===== src/rtl/core/assert_macros.svh =====
// Assertion macros shared by the RTL.
`ifndef ASSERT_MACROS_SVH
`define ASSERT_MACROS_SVH
// Implication checked on every clock edge outside reset.
`define ASSERT_IMPL(label, clk, rstn, prop, msg) \
  label: assert property (@(posedge clk) disable iff (!rstn) prop) else $error(msg);
// Plain invariant.
`define ASSERT_ALWAYS(label, clk, rstn, expr, msg) \
  label: assert property (@(posedge clk) disable iff (!rstn) (expr)) else $error(msg);
`endif


===== src/rtl/core/rau_pkg.sv =====
// Package: modes, status codes, controller states and command structs.
`timescale 1ns / 1ps
package rau_pkg;
  localparam int unsigned NumW = 32;
  localparam int unsigned DenW = 31;

  typedef enum logic [2:0] {
    MODE_ADD = 3'd0,
    MODE_SUB = 3'd1,
    MODE_MUL = 3'd2,
    MODE_DIV = 3'd3,
    MODE_CMP = 3'd4
  } mode_e;

  typedef enum logic [1:0] {
    ST_OK    = 2'd0,
    ST_UNDEF = 2'd1,
    ST_OVF   = 2'd2
  } status_e;

  typedef enum logic [2:0] {
    S_IDLE,
    S_MUL,
    S_GCD,
    S_DIV,
    S_DONE
  } state_e;

  // Controller to datapath commands.
  typedef struct packed {
    logic load;
    logic mul;
    logic gcd_step;
    logic div_init;
    logic div_step;
    logic finish;
  } cmd_t;

  // Datapath to controller status.
  typedef struct packed {
    logic special;
    logic gcd_done;
    logic div_done;
  } sts_t;
endpackage


===== src/rtl/core/rau_ctrl.sv =====
// Controller state machine sequencing the rational datapath.
`timescale 1ns / 1ps
module rau_ctrl (
  input  logic          clk_i,
  input  logic          rst_ni,
  input  logic          start_i,
  input  rau_pkg::sts_t sts_i,
  output rau_pkg::cmd_t cmd_o,
  output logic          busy_o,
  output logic          done_o
);
  import rau_pkg::*;

  state_e state_q, state_d;

  always_ff @(posedge clk_i or negedge rst_ni) begin
    if (!rst_ni) begin
      state_q <= S_IDLE;
    end else begin
      state_q <= state_d;
    end
  end

  always_comb begin
    state_d = state_q;
    cmd_o   = '0;
    busy_o  = 1'b1;
    done_o  = 1'b0;
    unique case (state_q)
      S_IDLE: begin
        busy_o = 1'b0;
        if (start_i) begin
          cmd_o.load = 1'b1;
          state_d    = S_MUL;
        end
      end
      S_MUL: begin
        if (sts_i.special) begin
          state_d = S_DONE;
        end else begin
          cmd_o.mul      = 1'b1;
          state_d        = S_GCD;
        end
      end
      S_GCD: begin
        if (sts_i.gcd_done) begin
          cmd_o.div_init = 1'b1;
          state_d        = S_DIV;
        end else begin
          cmd_o.gcd_step = 1'b1;
        end
      end
      S_DIV: begin
        if (sts_i.div_done) begin
          state_d = S_DONE;
        end else begin
          cmd_o.div_step = 1'b1;
        end
      end
      S_DONE: begin
        cmd_o.finish = 1'b1;
        done_o       = 1'b1;
        state_d      = S_IDLE;
      end
      default: state_d = S_IDLE;
    endcase
  end
endmodule


===== config.mk =====
export PLATFORM = sky130hd
export DESIGN_NAME = rau_ctrl
export DESIGN_NICKNAME = d
export VERILOG_FILES = /design/src/rtl/core/assert_macros.svh /design/src/rtl/core/rau_pkg.sv /design/src/rtl/core/rau_ctrl.sv
export SDC_FILE = /design/constraint.sdc
export NUM_CORES = 1
export LEC_CHECK = 0
export BUFFER_PORTS_ARGS = -buffer_cell sky130_fd_sc_hd__buf_2
export CAP_MARGIN = 10
export CORE_AREA = 2 2 39 41
export CTS_BUF_LIST = sky130_fd_sc_hd__clkbuf_8
export CTS_CLUSTER_DIAMETER = 80
export CTS_CLUSTER_SIZE = 40
export DETAILED_ROUTE_END_ITERATION = 12
export DIE_AREA = 0 0 41 43
export PLACE_DENSITY = 0.49
export SLEW_MARGIN = 25
export SYNTH_ARGS = -nofsm -noshare
export SYNTH_HDL_FRONTEND = slang
export SYNTH_SLANG_ARGS = --single-unit

===== constraint.sdc =====
create_clock -name clk_i -period 3.4 [get_ports clk_i]
set_clock_uncertainty 0.05 [all_clocks]
set_input_delay 0.51 -clock clk_i [delete_from_list [all_inputs] [get_ports clk_i]]
set_output_delay 0.51 -clock clk_i [all_outputs]
set_load 0.05 [all_outputs]

# ---- Word level (Yosys, flattened, before mapping)
# Index checks and enable logic that the tools add are counted.
dict set report op_classes {
  n_eq_ne 7
  n_mux 16
  n_reduce_logical 2
}
# operator n
set op_table {}
lappend op_table {{2-to-1 mux 3 bit} 4}
lappend op_table {{case mux 3 bit (4 select lines)} 1}
lappend op_table {{2-to-1 mux 1 bit} 10}
lappend op_table {{equality test 3 x 2 -> 1 bit (second input constant)} 2}
lappend op_table {{inequality test 2 bit (second input constant)} 3}
lappend op_table {{equality test 3 x 1 -> 1 bit (second input constant)} 1}
lappend op_table {{equality test 3 bit (second input constant)} 1}
lappend op_table {{zero test 3 bit} 1}
lappend op_table {{AND reduction 3 bit} 1}
lappend op_table {{2-to-1 mux 2 bit} 1}
dict set report word_totals {
  register_bits 3
  in_bits 6
  output_inout_bits 8
  word_cells 26
}

# ---- Longest topological paths before layout
dict set report logic_depth {
  ltp_word 3
  mapped_depth 3
  depth_no_buf 2
}

# ---- Worst setup path after synthesis
# Ideal clock, no wire load.
dict set report synth_timing {
  path_kind {register -> output}
  startpoint {reg state_q[0]}
  endpoint {out cmd_o[0] (netlist name)}
  arrival_ns 2.083
  t_required_ns 2.840
  slack_ns 0.757
  path_stages_with_launch 4
  n_path_buf 2
  cell_sequence {dfrtp_1 buf_4 nor3b_1 buf_4}
}
dict set report synth_between {
  elab_chain_cells 2
}
# item line
set synth_lines {}
lappend synth_lines {{start: declaration} rau_ctrl.sv:14} ;# state_e state_q, state_d;
lappend synth_lines {{start signal: assignment} rau_ctrl.sv:20} ;# state_q <= state_d;
lappend synth_lines {{equality test 3 bit} --}
lappend synth_lines {{2-to-1 mux 1 bit} --}
lappend synth_lines {{end: declaration} rau_ctrl.sv:8} ;# output rau_pkg::cmd_t cmd_o,
# No other way between the ends.

==> results.cfg <==
[run_status]
outcome = completed

[critical_path]
critPathArrivalTime_ps = 1380
cp_max_fo = 9
setup.worst_path.start_class = register
critPathKind = reg -> out
endpoint_kind = primary output
cp.required_ps = 2840

[cells_and_area]
fillers = 151
final_nets = 44
drive_gt1_share_pct = 51.4
final_cell_count_no_fill = 53
final_common_cell = buf_2
reg.largest.list = state_q (3)
synthToLayoutAreaGrowth_pct = 44.9
stdcell_area_um2 = 335
diodes = 0
largest_reg_flops = 3
regMostFlops = state_q
final_cell_mix = 13 x buf_2, 3 x nor3b_1, 3 x clkbuf_8, 3 x dfrtp_1
final_core_util_pct = 24.2

[cts]
clk_pin_slew_ps = 30
htreeDepth = 1
cts.sinks = 3
clockRootBuffer = clkbuf_8
clock_latency_ps = 210
cts_made_buffers = 3
post_cts_buffers = 0
cts_hold_buf = 0
clockBufferDepth = 2
ctsResizeCount = 0
cts_tree = yes

[timing]
max_freq_ghz = 0.516
rsz0062_at_grt = no
hold_viol_final = 0
finalCriticalPeriod_ps = 1940
setup_viol = 0
slew_viol_final = 0
max_slew_margin_pct = 81.7
fin_crit_sh_pct = 57.0
final.setup.tns_ps = 0
worst_pin_slew_ps = 275

[grt]
grt_pass1_vias = 173
grt_first_pass_wirelength_um = 710
grt_max_degree = 11
grt_antenna_before_repair = 0
grt-ovfl-total = 0
grt_usage_pct = 6.75

[place]
gp_congestion = 0.620
io_buffers = 13
placed_cell_area_um2 = 290
post-place-cells = 49

[drt]
drtIter0Drc = 1
drc = 0
vias = 210
drtPass1Iterations = 2
wl_um = 461
viasPerCell = 3.96
ant_nets = 0
wire_per_inst_um = 8.70

[synth]
synth_area_leaders = dfrtp_1 32%, nor3b_1 9.7%, buf_4 6.5%
yosysWarningCount = 0
ys_ff_latch = 3
avgSynthCellArea_um2 = 10.1
yosys.area.top_type_share_pct = 32.4
syn_nets = 29
syn_inst = 23
synth_top_area_cell = dfrtp_1
syn_area_um2 = 231
synth.distinct_cells = 18
yosysSeqAreaShare_pct = 32.4

[pwr]
powerDensity_nw_per_um2 = 1120
total_power_mw = 0.376
ir_drop_uv = 267
power.leakage_nw = 0.169

[die]
start_util_pct = 16.7
io_pins = 14
die_w_um = 41
fp.dieH_um = 43
die-area_um2 = 1760
fp-row-count = 14
core-area_um2 = 1380

[job]
max_cap_viol_count = 0

[min_path]
min_path_type = in -> async
area by class of cell:
class | instances | area [um^2] | area share [%]
timing repair buffer | 13 | 65.1 | 19.4
multi-input combinational | 17 | 130 | 38.8
sequential | 3 | 75.1 | 22.4
tap | 16 | 20.0 | 5.97
clock buffer | 3 | 41.3 | 12.3
clock inverter | 1 | 3.75 | 1.12
Yosys cell counts:
cell,n
buf_6,1
or3b_1,1
nand2b_1,1
nor2b_1,1
or2_0,1
a31o_1,1
nand2_1,1
a21oi_2,1
buf_4,2
dfrtp_1,3
and3b_1,1
a21bo_2,1
nor3b_1,3
nor4b_2,1
or3_1,1
nor3_1,1
mux2i_1,1
nor2_1,1
critical path, stage by stage (launching register included):
cell and delay, ps:
dfrtp_1 480, nor2b_1 220, nor3b_1 180, buf_2 280
final timing paths:
check                                       start                      to  slack, ps  cells past startpoint
max                        state_q[1]$_DFFE_PN0P_                cmd_o[3]       1460                      3
min                                        rst_ni  state_q[1]$_DFFE_PN0P_         30                      1
max reg2reg                state_q[0]$_DFFE_PN0P_  state_q[1]$_DFFE_PN0P_       2270                      2
min reg2reg                state_q[2]$_DFFE_PN0P_  state_q[1]$_DFFE_PN0P_        470                      1
max in group asynchronous                  rst_ni  state_q[0]$_DFFE_PN0P_       3170                      1
min in group clk_i         state_q[2]$_DFFE_PN0P_  state_q[1]$_DFFE_PN0P_        470                      1
power breakdown:
group | switching [mW] | internal (mW) | total [mW]
clock network | 0.0228 | 0.0768 | 0.0996
logic | 0.133 | 0.0621 | 0.195
registers | 0.0308 | 0.0501 | 0.0809
metal layers:
layer / global-route usage [%] / share of wire [%] / up-vias / wire length, um
met5: 0 / 0 / - / 0
met4: 6.00 / 2.8 / 0 / 13
met3: 6.28 / 18 / 2 / 84
met2: 6.88 / 35 / 13 / 163
met1: 7.82 / 43 / 85 / 200
li1: - / - / 110 / -
kinds of logic (layout without fill, tap and decap cells):
family,count (synthesis),in the layout,share of synthesized area [%]
compound gates,3,3,11.9
buf+inv,3,17,11.3
flops,3,3,32.4
mux,1,1,4.32
simple gates,13,13,40.0
stage by stage:
stage          hold slack (ps)  setup WS (ps)
2_1_floorplan              164            757
3_3_place_gp               258           1690
3_5_place_dp               257           1680
4_1_cts                   29.6           1440
5_1_grt                   32.4           1360
6_report                  32.2           1460
Note: power is estimated with default switching activity, not from simulation.
